[src/rtl/tga_pkg.sv]
`timescale 1ns / 1ps

package tga_pkg;

  // Depth of the command queue between the parser and the result stage.
  localparam int TGA_QUEUE_DEPTH = 2;

  // Header layout. The descriptor byte (the last one) is checked as it
  // arrives, so only the bytes in front of it are stored.
  localparam int HDR_LEN   = 18;
  localparam int HDR_STORE = HDR_LEN - 1;
  localparam int HS_AW     = $clog2(HDR_STORE);

  localparam logic [7:0] ENC_RAW        = 8'd2;
  localparam logic [7:0] ENC_RLE        = 8'd10;
  localparam logic [7:0] MAX_DESCRIPTOR = 8'd32;
  localparam logic [7:0] ALPHA_CLEAR    = 8'h00;
  localparam logic [7:0] ALPHA_OPAQUE   = 8'hFF;
  localparam logic [7:0] RUN_BIAS       = 8'd127;
  localparam logic [4:0] BPP_MAX        = 5'd4;
  localparam logic [2:0] BPP_ALPHA      = 3'd4;

  localparam logic [2:0] ST_OK          = 3'd0;
  localparam logic [2:0] ST_COLORMAP    = 3'd1;
  localparam logic [2:0] ST_ENCODING    = 3'd2;
  localparam logic [2:0] ST_SIZE        = 3'd3;
  localparam logic [2:0] ST_DEPTH       = 3'd4;
  localparam logic [2:0] ST_INTERLEAVED = 3'd5;
  localparam logic [2:0] ST_MAP_ENTRIES = 3'd6;
  localparam logic [2:0] ST_TRUNCATED   = 3'd7;

  typedef enum logic [2:0] {
    PH_HEADER,
    PH_IDSKIP,
    PH_PKTHEAD,
    PH_PIXEL,
    PH_DRAIN
  } phase_t;

  typedef enum logic [1:0] {
    KIND_HEADER = 2'd0,
    KIND_PIXEL  = 2'd1,
    KIND_ERROR  = 2'd2
  } kind_t;

  typedef enum logic [1:0] {
    CMD_HEADER,
    CMD_PIXEL_BYTE,
    CMD_ERROR
  } cmd_op_t;

  typedef struct packed {
    cmd_op_t     op;
    logic [2:0]  status;
    logic [7:0]  data;
    logic [1:0]  byte_idx;
    logic        last;
    logic [7:0]  rep;
    logic [15:0] width;
    logic [15:0] height;
    logic [2:0]  bpp;
    logic        alpha;
    logic        trans;
    logic        eoi;
  } cmd_t;

endpackage

[src/rtl/tga_if.sv]
`timescale 1ns / 1ps

interface tga_in_if;
  logic       valid;
  logic       ready;
  logic [7:0] data_byte;
  logic       end_of_file;

  modport source(output valid, data_byte, end_of_file, input ready);
  modport sink(input valid, data_byte, end_of_file, output ready);
endinterface

interface tga_out_if;
  logic        valid;
  logic        ready;
  logic [1:0]  kind;
  logic [2:0]  status;
  logic [31:0] pixel_value;
  logic [7:0]  repeat_count;
  logic [15:0] image_width;
  logic [15:0] image_height;
  logic [2:0]  bytes_per_pixel;
  logic        has_alpha;
  logic        translucent;
  logic        end_of_image;

  modport source(output valid, kind, status, pixel_value, repeat_count, image_width,
                 image_height, bytes_per_pixel, has_alpha, translucent, end_of_image,
                 input ready);
  modport sink(input valid, kind, status, pixel_value, repeat_count, image_width,
               image_height, bytes_per_pixel, has_alpha, translucent, end_of_image,
               output ready);
endinterface

[src/rtl/tga_front.sv]
`timescale 1ns / 1ps

module tga_front
  import tga_pkg::*;
(
  input  logic     clk,
  input  logic     rst,
  tga_in_if.sink   in_ch,
  input  logic     space,
  output logic     cmd_push,
  output cmd_t     cmd
);

  phase_t      phase, phase_next;
  logic [7:0]  byte_counter, byte_counter_next;
  logic [7:0]  hs [HDR_STORE];
  logic [1:0]  pix_idx, pix_idx_next;
  logic [7:0]  packet_left, packet_left_next;
  logic        packet_run, packet_run_next;
  logic [31:0] remaining, remaining_next;
  logic        translucent, translucent_next;
  logic        is_rle, is_rle_next;
  logic [2:0]  bpp, bpp_next;

  logic        accept;
  logic [7:0]  b;
  logic [15:0] x1, y1, x2, y2, width, height;
  logic [31:0] area;
  logic [4:0]  hdr_bpp;
  logic [2:0]  hdr_err;
  logic        hdr_rle;

  logic        last;
  logic        trans_hit;
  logic [7:0]  rep_raw, rep;
  logic [31:0] rem_after;
  logic [7:0]  left_after;
  logic        pending;

  assign in_ch.ready = space;
  assign accept      = in_ch.valid && in_ch.ready;
  assign b           = in_ch.data_byte;

  assign x1      = {hs[9], hs[8]};
  assign y1      = {hs[11], hs[10]};
  assign x2      = {hs[13], hs[12]};
  assign y2      = {hs[15], hs[14]};
  assign width   = x2 - x1;
  assign height  = y2 - y1;
  assign area    = {16'd0, width} * {16'd0, height};
  assign hdr_bpp = hs[16][7:3];
  assign hdr_rle = (hs[2] == ENC_RLE);

  // Checks in priority order; the descriptor is the byte on the input now.
  always_comb begin
    if (hs[1] != 8'd0) begin
      hdr_err = ST_COLORMAP;
    end else if (hs[2] != ENC_RAW && hs[2] != ENC_RLE) begin
      hdr_err = ST_ENCODING;
    end else if (x2 <= x1 || y2 <= y1) begin
      hdr_err = ST_SIZE;
    end else if (hs[16][2:0] != 3'd0 || hdr_bpp == 5'd0 || hdr_bpp > BPP_MAX) begin
      hdr_err = ST_DEPTH;
    end else if (b > MAX_DESCRIPTOR) begin
      hdr_err = ST_INTERLEAVED;
    end else if ({hs[5], hs[4]} != 16'd0) begin
      hdr_err = ST_MAP_ENTRIES;
    end else begin
      hdr_err = ST_OK;
    end
  end

  // Pixel completion: repeat count clamped to the pixels still owed.
  assign last       = ({1'b0, pix_idx} + 3'd1) >= bpp;
  assign trans_hit  = (bpp == BPP_ALPHA) && last && b != ALPHA_CLEAR && b != ALPHA_OPAQUE;
  assign rep_raw    = (is_rle && packet_run) ? packet_left : 8'd1;
  assign rep        = (remaining < {24'd0, rep_raw}) ? remaining[7:0] : rep_raw;
  assign rem_after  = remaining - {24'd0, rep};
  assign left_after = packet_run ? 8'd0 : packet_left - 8'd1;

  always_comb begin
    phase_next        = phase;
    byte_counter_next = byte_counter;
    pix_idx_next      = pix_idx;
    packet_left_next  = packet_left;
    packet_run_next   = packet_run;
    remaining_next    = remaining;
    translucent_next  = translucent;
    is_rle_next       = is_rle;
    bpp_next          = bpp;
    cmd_push          = 1'b0;
    cmd               = '0;
    pending           = 1'b1;
    if (accept) begin
      case (phase)
        PH_HEADER: begin
          if (byte_counter == 8'(HDR_STORE)) begin
            cmd_push = 1'b1;
            if (hdr_err != ST_OK) begin
              cmd.op     = CMD_ERROR;
              cmd.status = hdr_err;
              phase_next = PH_DRAIN;
              pending    = 1'b0;
            end else begin
              cmd.op            = CMD_HEADER;
              cmd.status        = ST_OK;
              cmd.width         = width;
              cmd.height        = height;
              cmd.bpp           = hdr_bpp[2:0];
              cmd.alpha         = (hdr_bpp[2:0] == BPP_ALPHA);
              remaining_next    = area;
              translucent_next  = 1'b0;
              is_rle_next       = hdr_rle;
              bpp_next          = hdr_bpp[2:0];
              byte_counter_next = hs[0];
              packet_left_next  = 8'd0;
              packet_run_next   = 1'b0;
              pix_idx_next      = 2'd0;
              if (hs[0] != 8'd0) begin
                phase_next = PH_IDSKIP;
              end else begin
                phase_next = hdr_rle ? PH_PKTHEAD : PH_PIXEL;
              end
            end
          end else begin
            byte_counter_next = byte_counter + 8'd1;
          end
        end
        PH_IDSKIP: begin
          byte_counter_next = byte_counter - 8'd1;
          if (byte_counter == 8'd1) begin
            phase_next = is_rle ? PH_PKTHEAD : PH_PIXEL;
          end
        end
        PH_PKTHEAD: begin
          packet_run_next  = b[7];
          packet_left_next = b[7] ? b - RUN_BIAS : b + 8'd1;
          phase_next       = PH_PIXEL;
        end
        PH_PIXEL: begin
          translucent_next = translucent | trans_hit;
          cmd_push         = 1'b1;
          cmd.op           = CMD_PIXEL_BYTE;
          cmd.status       = ST_OK;
          cmd.data         = b;
          cmd.byte_idx     = pix_idx;
          cmd.last         = last;
          if (!last) begin
            pix_idx_next = pix_idx + 2'd1;
          end else begin
            pix_idx_next     = 2'd0;
            remaining_next   = rem_after;
            packet_left_next = is_rle ? left_after : packet_left;
            cmd.rep          = rep;
            cmd.trans        = translucent | trans_hit;
            cmd.eoi          = (rem_after == 32'd0);
            if (rem_after == 32'd0) begin
              phase_next = PH_DRAIN;
              pending    = 1'b0;
            end else if (is_rle && left_after == 8'd0) begin
              phase_next = PH_PKTHEAD;
            end
          end
        end
        default: begin
          pending = 1'b0;
        end
      endcase

      if (in_ch.end_of_file) begin
        if (pending) begin
          cmd        = '0;
          cmd.op     = CMD_ERROR;
          cmd.status = ST_TRUNCATED;
          cmd_push   = 1'b1;
        end
        phase_next        = PH_HEADER;
        byte_counter_next = 8'd0;
        pix_idx_next      = 2'd0;
        packet_left_next  = 8'd0;
        packet_run_next   = 1'b0;
        remaining_next    = 32'd0;
        translucent_next  = 1'b0;
      end
    end
  end

  always_ff @(posedge clk) begin
    if (rst) begin
      phase        <= PH_HEADER;
      byte_counter <= 8'd0;
      pix_idx      <= 2'd0;
      packet_left  <= 8'd0;
      packet_run   <= 1'b0;
      remaining    <= 32'd0;
      translucent  <= 1'b0;
      is_rle       <= 1'b0;
      bpp          <= 3'd0;
    end else begin
      phase        <= phase_next;
      byte_counter <= byte_counter_next;
      pix_idx      <= pix_idx_next;
      packet_left  <= packet_left_next;
      packet_run   <= packet_run_next;
      remaining    <= remaining_next;
      translucent  <= translucent_next;
      is_rle       <= is_rle_next;
      bpp          <= bpp_next;
    end
  end

  always_ff @(posedge clk) begin
    if (accept && phase == PH_HEADER && byte_counter < 8'(HDR_STORE)) begin
      hs[byte_counter[HS_AW-1:0]] <= b;
    end
  end

endmodule

[src/rtl/tga_cmd_fifo.sv]
`timescale 1ns / 1ps

module tga_cmd_fifo
  import tga_pkg::*;
#(
  parameter int DEPTH = TGA_QUEUE_DEPTH
) (
  input  logic clk,
  input  logic rst,
  input  logic push,
  input  cmd_t push_data,
  output logic full,
  input  logic pop,
  output logic pop_valid,
  output cmd_t pop_data
);

  localparam int PTR_W = $clog2(DEPTH);
  localparam int CNT_W = $clog2(DEPTH + 1);

  cmd_t             mem [DEPTH];
  logic [PTR_W-1:0] wr_ptr, rd_ptr;
  logic [CNT_W-1:0] count;
  logic             do_push, do_pop;

  assign full      = (count == CNT_W'(DEPTH));
  assign pop_valid = (count != '0);
  assign pop_data  = mem[rd_ptr];
  assign do_push   = push && !full;
  assign do_pop    = pop && pop_valid;

  always_ff @(posedge clk) begin
    if (rst) begin
      wr_ptr <= '0;
      rd_ptr <= '0;
      count  <= '0;
    end else begin
      if (do_push) begin
        wr_ptr <= (wr_ptr == PTR_W'(DEPTH - 1)) ? '0 : wr_ptr + PTR_W'(1);
      end
      if (do_pop) begin
        rd_ptr <= (rd_ptr == PTR_W'(DEPTH - 1)) ? '0 : rd_ptr + PTR_W'(1);
      end
      if (do_push && !do_pop) begin
        count <= count + CNT_W'(1);
      end else if (do_pop && !do_push) begin
        count <= count - CNT_W'(1);
      end
    end
  end

  always_ff @(posedge clk) begin
    if (do_push) begin
      mem[wr_ptr] <= push_data;
    end
  end

endmodule

[src/rtl/tga_back.sv]
`timescale 1ns / 1ps

module tga_back
  import tga_pkg::*;
(
  input  logic      clk,
  input  logic      rst,
  input  logic      cmd_valid,
  input  cmd_t      cmd,
  output logic      cmd_pop,
  tga_out_if.source out_ch
);

  logic [31:0] assembly;
  logic [31:0] pixel;
  logic        produces;
  logic        out_free;
  logic        out_valid;
  kind_t       kind;
  logic [2:0]  status;
  logic [31:0] pixel_value;
  logic [7:0]  repeat_count;
  logic [15:0] image_width, image_height;
  logic [2:0]  bytes_per_pixel;
  logic        has_alpha, translucent, end_of_image;

  assign pixel    = assembly | ({24'd0, cmd.data} << {cmd.byte_idx, 3'b000});
  assign produces = (cmd.op != CMD_PIXEL_BYTE) || cmd.last;
  assign out_free = !out_valid || out_ch.ready;
  assign cmd_pop  = cmd_valid && (!produces || out_free);

  always_ff @(posedge clk) begin
    if (rst) begin
      out_valid <= 1'b0;
      assembly  <= 32'd0;
    end else begin
      if (cmd_pop && produces) begin
        out_valid <= 1'b1;
      end else if (out_ch.ready) begin
        out_valid <= 1'b0;
      end
      if (cmd_pop) begin
        case (cmd.op)
          CMD_PIXEL_BYTE: begin
            assembly <= cmd.last ? 32'd0 : pixel;
          end
          default: begin
            assembly <= 32'd0;
          end
        endcase
      end
    end
  end

  // Result payload; pixel fields stay zero on header and error reports.
  always_ff @(posedge clk) begin
    if (cmd_pop && produces) begin
      status          <= cmd.status;
      image_width     <= cmd.width;
      image_height    <= cmd.height;
      bytes_per_pixel <= cmd.bpp;
      has_alpha       <= cmd.alpha;
      translucent     <= cmd.trans;
      end_of_image    <= cmd.eoi;
      repeat_count    <= cmd.rep;
      case (cmd.op)
        CMD_PIXEL_BYTE: begin
          kind        <= KIND_PIXEL;
          pixel_value <= pixel;
        end
        CMD_HEADER: begin
          kind        <= KIND_HEADER;
          pixel_value <= 32'd0;
        end
        default: begin
          kind        <= KIND_ERROR;
          pixel_value <= 32'd0;
        end
      endcase
    end
  end

  assign out_ch.valid           = out_valid;
  assign out_ch.kind            = kind;
  assign out_ch.status          = status;
  assign out_ch.pixel_value     = pixel_value;
  assign out_ch.repeat_count    = repeat_count;
  assign out_ch.image_width     = image_width;
  assign out_ch.image_height    = image_height;
  assign out_ch.bytes_per_pixel = bytes_per_pixel;
  assign out_ch.has_alpha       = has_alpha;
  assign out_ch.translucent     = translucent;
  assign out_ch.end_of_image    = end_of_image;

endmodule

[src/rtl/tga_stream_decoder.sv]
`timescale 1ns / 1ps

// Streaming TGA decoder: takes the file one byte per transfer and reports a header
// result, pixel runs (value plus repeat count, raw or RLE images) or an error report,
// at most one result per byte. The input sustains one byte per clock whenever the
// result side keeps up; the parser hands its work to the result stage through a
// QUEUE_DEPTH-entry command queue, and the result stage registers each result
// that it takes from the queue. Bytes that need no work (ID field, packet headers,
// trailing bytes) give no result. Stalls on the output fill the queue and then hold
// off the input. There is no clearing pass after reset; the block accepts bytes in
// the first cycle after it.
module tga_stream_decoder
  import tga_pkg::*;
#(
  parameter int QUEUE_DEPTH = TGA_QUEUE_DEPTH
) (
  input  logic      clk,
  input  logic      rst,
  tga_in_if.sink    in_ch,
  tga_out_if.source out_ch
);

  cmd_t push_cmd, head_cmd;
  logic push, full, head_valid, pop;

  tga_front u_front (
    .clk      (clk),
    .rst      (rst),
    .in_ch    (in_ch),
    .space    (!full),
    .cmd_push (push),
    .cmd      (push_cmd)
  );

  tga_cmd_fifo #(
    .DEPTH (QUEUE_DEPTH)
  ) u_queue (
    .clk       (clk),
    .rst       (rst),
    .push      (push),
    .push_data (push_cmd),
    .full      (full),
    .pop       (pop),
    .pop_valid (head_valid),
    .pop_data  (head_cmd)
  );

  tga_back u_back (
    .clk       (clk),
    .rst       (rst),
    .cmd_valid (head_valid),
    .cmd       (head_cmd),
    .cmd_pop   (pop),
    .out_ch    (out_ch)
  );

endmodule

[src/flat_wrapper.sv]
// flat-port wrapper written by rule: the top's interface ports become plain ports
module tga_stream_decoder_flat import tga_pkg::*;
#(
  parameter int QUEUE_DEPTH = TGA_QUEUE_DEPTH
)
  (clk, rst, in_ch_valid, in_ch_data_byte, in_ch_end_of_file, in_ch_ready, out_ch_valid, out_ch_kind, out_ch_status, out_ch_pixel_value, out_ch_repeat_count, out_ch_image_width, out_ch_image_height, out_ch_bytes_per_pixel, out_ch_has_alpha, out_ch_translucent, out_ch_end_of_image, out_ch_ready);
  tga_in_if in_ch_i ();
  tga_out_if out_ch_i ();
  input  logic clk;
  input  logic rst;
  input wire logic [$bits(in_ch_i.valid)-1:0] in_ch_valid;
  input wire logic [$bits(in_ch_i.data_byte)-1:0] in_ch_data_byte;
  input wire logic [$bits(in_ch_i.end_of_file)-1:0] in_ch_end_of_file;
  output wire logic [$bits(in_ch_i.ready)-1:0] in_ch_ready;
  output wire logic [$bits(out_ch_i.valid)-1:0] out_ch_valid;
  output wire logic [$bits(out_ch_i.kind)-1:0] out_ch_kind;
  output wire logic [$bits(out_ch_i.status)-1:0] out_ch_status;
  output wire logic [$bits(out_ch_i.pixel_value)-1:0] out_ch_pixel_value;
  output wire logic [$bits(out_ch_i.repeat_count)-1:0] out_ch_repeat_count;
  output wire logic [$bits(out_ch_i.image_width)-1:0] out_ch_image_width;
  output wire logic [$bits(out_ch_i.image_height)-1:0] out_ch_image_height;
  output wire logic [$bits(out_ch_i.bytes_per_pixel)-1:0] out_ch_bytes_per_pixel;
  output wire logic [$bits(out_ch_i.has_alpha)-1:0] out_ch_has_alpha;
  output wire logic [$bits(out_ch_i.translucent)-1:0] out_ch_translucent;
  output wire logic [$bits(out_ch_i.end_of_image)-1:0] out_ch_end_of_image;
  input wire logic [$bits(out_ch_i.ready)-1:0] out_ch_ready;
  assign in_ch_i.valid = in_ch_valid;
  assign in_ch_i.data_byte = in_ch_data_byte;
  assign in_ch_i.end_of_file = in_ch_end_of_file;
  assign in_ch_ready = in_ch_i.ready;
  assign out_ch_valid = out_ch_i.valid;
  assign out_ch_kind = out_ch_i.kind;
  assign out_ch_status = out_ch_i.status;
  assign out_ch_pixel_value = out_ch_i.pixel_value;
  assign out_ch_repeat_count = out_ch_i.repeat_count;
  assign out_ch_image_width = out_ch_i.image_width;
  assign out_ch_image_height = out_ch_i.image_height;
  assign out_ch_bytes_per_pixel = out_ch_i.bytes_per_pixel;
  assign out_ch_has_alpha = out_ch_i.has_alpha;
  assign out_ch_translucent = out_ch_i.translucent;
  assign out_ch_end_of_image = out_ch_i.end_of_image;
  assign out_ch_i.ready = out_ch_ready;
  tga_stream_decoder #(.QUEUE_DEPTH(QUEUE_DEPTH)) u_core (.clk(clk), .rst(rst), .in_ch(in_ch_i), .out_ch(out_ch_i));
endmodule
[config.mk]
export PLATFORM = sky130hd
export DESIGN_NAME = tga_stream_decoder_flat
export DESIGN_NICKNAME = d
export VERILOG_FILES = /design/src/rtl/tga_pkg.sv /design/src/rtl/tga_if.sv /design/src/rtl/tga_front.sv /design/src/rtl/tga_cmd_fifo.sv /design/src/rtl/tga_back.sv /design/src/rtl/tga_stream_decoder.sv /design/src/flat_wrapper.sv
export SDC_FILE = /design/constraint.sdc
export NUM_CORES = 1
export LEC_CHECK = 0
export ABC_AREA = 1
export ABC_CLOCK_PERIOD_IN_PS = 9100
export BUFFER_PORTS_ARGS = -buffer_cell sky130_fd_sc_hd__clkbuf_2
export CAP_MARGIN = 20
export CORE_MARGIN = 4
export CORE_UTILIZATION = 45
export DETAILED_ROUTE_END_ITERATION = 8
export SETUP_SLACK_MARGIN = 0.02
export SYNTH_ARGS = -nofsm -noshare
export SYNTH_HDL_FRONTEND = slang
export SYNTH_SLANG_ARGS = --single-unit
[constraint.sdc]
create_clock -name clk -period 9.1 [get_ports clk]
set_clock_uncertainty 0.05 [all_clocks]
set_input_delay 0 -clock clk [delete_from_list [all_inputs] [get_ports clk]]
set_output_delay 0 -clock clk [all_outputs]
set_load 0.005 [all_outputs]
=== Yosys cells after proc, flatten, opt, wreduce, memory -nomap -nowiden ===
Memory sizes are Yosys's and may differ from the RTL's. A register that Yosys moved wholly into a read port is not among the register bits.
Cells that the tools add are included.

* Register bits: 179
* Bits in writable memories: 260
* Output and inout port bits: 85
* Logic and storage cells: 212
* Memories kept: 2

* Add/sub/neg operators: 14
* $mul: 1
* Order comparisons: 7
* Eq/ne operators: 21
* Shifts and indexed selects: 1
* Muxes and demuxes: 86
* Bitwise gates (word level): 3
* Reductions and logical operators: 53

{| class="wikitable"
|+ Memory list
! memory !! words !! bits a word !! read ports !! clocked after memory_dff !! wr ports !! line !! text
|-
| u_core.u_front.hs || 17 || 8 || 14 || 0 || 1 || tga_front.sv:16 || <nowiki>logic [7:0] hs [HDR_STORE];</nowiki>
|-
| u_core.u_queue.mem || 2 || 62 || 1 || 1 || 1 || tga_cmd_fifo.sv:21 || <nowiki>cmd_t mem [DEPTH];</nowiki>
|}

{| class="wikitable"
|+ Operators by type and width
! kind !! number
|-
| $mux W32 || 6
|-
| $mux W62 || 3
|-
| $mux W36 || 3
|-
| $mux W8 || 13
|-
| $pmux W32 S2 || 1
|-
| $mux W3 || 13
|-
| $le A16 B16 Y1 || 2
|-
| $logic_not A32 Y1 || 1
|-
| $lt A32 B8 Y1 || 1
|-
| $mul A16 B16 Y32 || 1
|-
| $or A32 B32 Y32 || 1
|-
| $shl A8 B5 Y32 || 1
|-
| $sub A16 B16 Y16 || 2
|-
| $sub A32 B8 Y32 || 1
|-
| $mux W1 || 25
|-
| $pmux W8 S3 || 1
|-
| $reduce_bool A8 Y1 || 3
|-
| $mux W19 || 1
|-
| $mux W2 || 9
|-
| $add A8 B1 Y8 const B || 2
|-
| $pmux W8 S2 || 1
|-
| $reduce_bool A16 Y1 || 1
|-
| $sub A8 B1 Y8 const B || 2
|-
| $logic_and A1 B1 Y1 || 15
|-
| other kinds (46) || 77
|}

=== Longest topological paths before layout ===
An unclocked memory read counts as a cell.

* Depth after elaboration: 21
* Depth in mapped cells: 40

=== Hierarchy ===
A second synthesis with hierarchy kept.

* Cell total of the unflattened synthesis: 3231
* Area, all modules: 29490.8 um2

{| class="wikitable"
|+ By module, submodules not included
! module !! times used !! cells each !! area each (um2) !! seq. area each (um2)
|-
| tga_front || 1 || 2666 || 20068.0 || 4544.4
|-
| tga_cmd_fifo || 1 || 230 || 5022.3 || 3823.7
|-
| tga_back || 1 || 334 || 4396.7 || 3153.0
|-
| tga_stream_decoder || 1 || 1 || 3.8 || 0.0
|}

=== Worst setup path after synthesis ===
No wires, ideal clock.

* Path type: register to register
* Start: mem u_core.u_front.hs[12][0]
* End: reg u_core.u_front.remaining[25]
* Setup time: 0.113 ns
* Data arrival time: 7.029 ns
* Required time: 8.937 ns
* Setup slack: 1.908 ns
* Cell stages (with the launch flop): 40
* Buffers on the path: 1
* Period minus slack after synthesis: 7.192 ns
* Path through: edfxtp_1 -> inv_1 -> ha_1 -> inv_1 -> fa_1 -> nand3_1 -> nand2_1 -> nand2_1 -> nand2_2 -> a21oi_1 -> inv_1 -> nand2_1 -> nand2_1 -> inv_1 -> clkbuf_1 -> nand2_1 -> fa_1 -> inv_1 -> [... 4 more ...] -> fa_1 -> inv_1 -> fa_1 -> inv_1 -> fa_1 -> ha_1 -> a21oi_1 -> o21ai_0 -> o21bai_1 -> a21oi_1 -> o21bai_1 -> nand2_1 -> nand2_1 -> or2_2 -> nand3_1 -> nand2_1 -> nand3_1 -> nand2_1

{| class="wikitable"
|+ RTL lines
! item !! line !! text
|-
| start: declaration || tga_front.sv:16 ||
|-
| end signal: assignment || tga_front.sv:205 || <nowiki>remaining <= remaining_next;</nowiki>
|-
| end: declaration || tga_front.sv:20 || <nowiki>logic [31:0] remaining, remaining_next;</nowiki>
|}

==> results.sh <==
export IMPL_crit_slowest_cell="fa_1"
export IMPL_pre_cts_ws_ps=936
export IMPL_synthFlopType="edfxtp_1"
export IMPL_rsz0062_at_grt="false"
export IMPL_setup_violations=0
export IMPL_postPlaceCellArea_mm2=0.0303
export IMPL_clkTransAtPathRegs_ps=60
export IMPL_areaGrowthSynthToFinish_pct=11.7
export IMPL_synth_top_family_by_area="adder cells"
export IMPL_cp_slowest_stage_delay_ps=540
export IMPL_drt_iter0_drc=1538
export IMPL_hp_class="in -> reg"
export IMPL_cts_root_buf="clkbuf_16"
export IMPL_ys_seq_elements=416
export IMPL_final_cell_mix="nand2_1 (687), inv_1 (521), edfxtp_1 (319), nor2_1 (310), fa_1 (197)"
export IMPL_syn_nets=3536
export IMPL_p_int_mw=6.48
export IMPL_grt_usage_pct=23.6
export IMPL_wire_per_inst_um=19.1
export IMPL_ys_async_sr_fraction_pct=0
export IMPL_period_share_pct=90.4
export IMPL_place_detailed_hpwl_um=60700
export IMPL_synth_seq_area_share_pct=40.0
export IMPL_fmax_mhz=122
export IMPL_remaining_drc_errors=0
export IMPL_yosys_area_share_simple_pct=19.9
export IMPL_layout_commonest_cell="nand2_1"
export IMPL_clock_sinks=416
export IMPL_viasPerCell=5.30
export IMPL_hold_viol=0
export IMPL_end_kind="register"
export IMPL_maxCapViolations=0
export IMPL_status="complete, no violations"
export IMPL_die_area_mm2=0.0681
export IMPL_cts_max_path_buffers=3
export IMPL_start_util_pct=45.6
export IMPL_fin_nets=3655
export IMPL_vias=22100
export IMPL_ir_drop_mv=0.306
export IMPL_n_antenna_cell=0
export IMPL_fill_cells=5877
export IMPL_drt_wl_total_um=79600
export IMPL_grt_pass1_wl_um=126000
export IMPL_synth_compound_area_share_pct=7.51
export IMPL_crit_type="reg -> reg"
export IMPL_fin_crit_ps=8220
export IMPL_synth_xor_area_share_pct=1.13
export IMPL_setup_ws_ps=876
export IMPL_synth_fa_ha_area_share_pct=20.9
export IMPL_cts_made_buffers=47
export IMPL_cts_hold_buf=12
export IMPL_cp_max_fo=10
export IMPL_grt_max_degree=84
export IMPL_hold_worst_slack_ps=229
export IMPL_p_comb_share_pct=62.6
export IMPL_sw_frac_of_total_pct=49.1
export IMPL_synth_warnings=0
export IMPL_worst_slew_pin_slew_ps=992
export IMPL_dp_cells=4061
export IMPL_drive_gt1_share_pct=12.0
export IMPL_firstDrtPassIters=6
export IMPL_slew_violations=0
export IMPL_syn_mean_instance_area_um2=9.11
export IMPL_worstSkewPairLatency_ps=610
export IMPL_cts_max_level=2
export IMPL_synth_edf_count=319
export IMPL_synth_area_mm2=0.0288
export IMPL_fp_dieH_um=261
export IMPL_grt_overflow_total=0
export IMPL_io_buffers=97
export IMPL_fp_dieW_um=261
export IMPL_grt_pass1_vias=22200
export IMPL_power_mw=12.7
export IMPL_netlist_instances=3161
export IMPL_slew_limit_headroom_pct=33.6
export IMPL_power_density_mw_per_mm2=396
export IMPL_antenna_found_initial=1
export IMPL_fin_util_pct=50.9
export IMPL_p_sw_mw=6.25
export IMPL_design_area_mm2=0.0322
export IMPL_ctsResizeCount=0
export IMPL_arrival_ps=8650
export IMPL_seqPwrFrac_pct=21.0
export IMPL_setup_tns_ps=0
export IMPL_p_clk_share_pct=16.3
export IMPL_post_cts_setup_buffers=0
export IMPL_coreArea_mm2=0.0632
export IMPL_cts_tree="yes"
export IMPL_stdcell_count=4164
export IMPL_cp_data_required_time_ps=9520
export IMPL_cp_start_kind="register"
export IMPL_ios=98
export IMPL_ys_types=59
export IMPL_muxShareOfSynthArea_pct=2.30
export IMPL_globalplace_congestion=0.975
export IMPL_num_rows=92
export IMPL_p_leak_nw=14.2
export IMPL_ant_nets=0
export IMPL_cp_common_cell="nand2_1"
[cell usage after synthesis (6+ instances only)]
library cell | instances | area [um2]
nand4_1 | 36 | 225
xnor2_1 | 14 | 123
o21ai_1 | 9 | 45.0
o21ai_0 | 94 | 470
nor3_1 | 26 | 130
dfxtp_1 | 97 | 1940
nand3b_1 | 8 | 60.1
a21oi_1 | 168 | 841
xor2_1 | 23 | 201
nor2_1 | 312 | 1170
fa_1 | 197 | 3940
nor3_2 | 7 | 70.1
mux2_2 | 58 | 653
nor4_1 | 6 | 37.5
o211ai_1 | 12 | 90.1
inv_2 | 6 | 22.5
or2_2 | 21 | 131
o21a_1 | 41 | 308
nand2_2 | 15 | 93.8
clkbuf_1 | 59 | 221
o21bai_1 | 7 | 52.6
nor2_2 | 21 | 131
buf_2 | 7 | 35.0
inv_1 | 522 | 1960
nor2_4 | 35 | 394
a31oi_1 | 7 | 43.8
nand3_1 | 113 | 566
edfxtp_1 | 319 | 9580
ha_1 | 165 | 2060
nand2_1 | 687 | 2580
[routing by layer]
metal | GRT usage, % | wire, um
met2 | 37.7 | 36000
met5 | 0 | 10
met4 | 6.47 | 2310
met3 | 4.16 | 5300
met1 | 33.5 | 35900
[path summary, 6_finish.rpt]
| check | end | depth (start not counted) | slack (ps) | from |
|---|---|---|---|---|
| min reg2reg | register | 1 | 390 | u_core.u_queue.rd_ptr |
| max | u_core.u_front.remaining[25] | 39 | 880 | u_core.u_front.hs[12][0] |
| min | u_core.u_front.is_rle | 7 | 230 | in_ch_valid |
| max reg2reg | u_core.u_front.remaining[25] | 39 | 880 | u_core.u_front.hs[12][0] |
[flip-flops by register name, indices dropped and copies added (netlist names), 2 cells and up, named ones only]
name,count
u_core.u_back.assembly,32
u_core.u_back.out_ch.bytes_per_pixel,3
u_core.u_back.out_ch.image_height,16
u_core.u_back.out_ch.image_width,16
u_core.u_back.out_ch.kind,2
u_core.u_back.out_ch.pixel_value,32
u_core.u_back.out_ch.repeat_count,8
u_core.u_back.out_ch.status,3
u_core.u_front.bpp,3
u_core.u_front.byte_counter,8
u_core.u_front.hs,112
u_core.u_front.packet_left,8
u_core.u_front.phase,3
u_core.u_front.pix_idx,2
u_core.u_front.remaining,32
u_core.u_queue.count,2
u_core.u_queue.mem,124
[power by group through the flow]
stage / sequential (mW) / combinational [mW] / clock (mW)
2_1_floorplan: 2.70 / 5.67 / 0
4_1_cts: 2.69 / 7.93 / 2.13
5_1_grt: 2.71 / 9.04 / 2.20
6_report: 2.68 / 7.97 / 2.08
3_3_place_gp: 2.71 / 7.87 / 0
3_5_place_dp: 2.72 / 7.87 / 0
[critical path: cells and delay by family, from the launching register on]
kind                       cells  cell delay (ps)
adders and majority gates      9             3980
and+or+nand+nor               15             1830
AOI/OAI and AO/OA              6              990
buffers and inverters          9              880
DFF                            1              370
[cell families after synthesis]
family                     Yosys count
and+or+nand+nor                   1300
buffers and inverters              612
DFF                                416
AOI/OAI and AO/OA                  375
adders and majority gates          362
muxes                               59
xor gates and xnor gates            37
[layout make-up]
class	instances	area, um2	area share (%)
clock buffers	60	1280	3.99
clock inverters	27	433	1.35
inverters	533	2000	6.22
multi-input cells	2133	14900	46.3
flip-flops and latches	416	11500	35.8
well taps	846	1060	3.29
repair buffers	149	968	3.01
(Power assumes the default switching activity.)
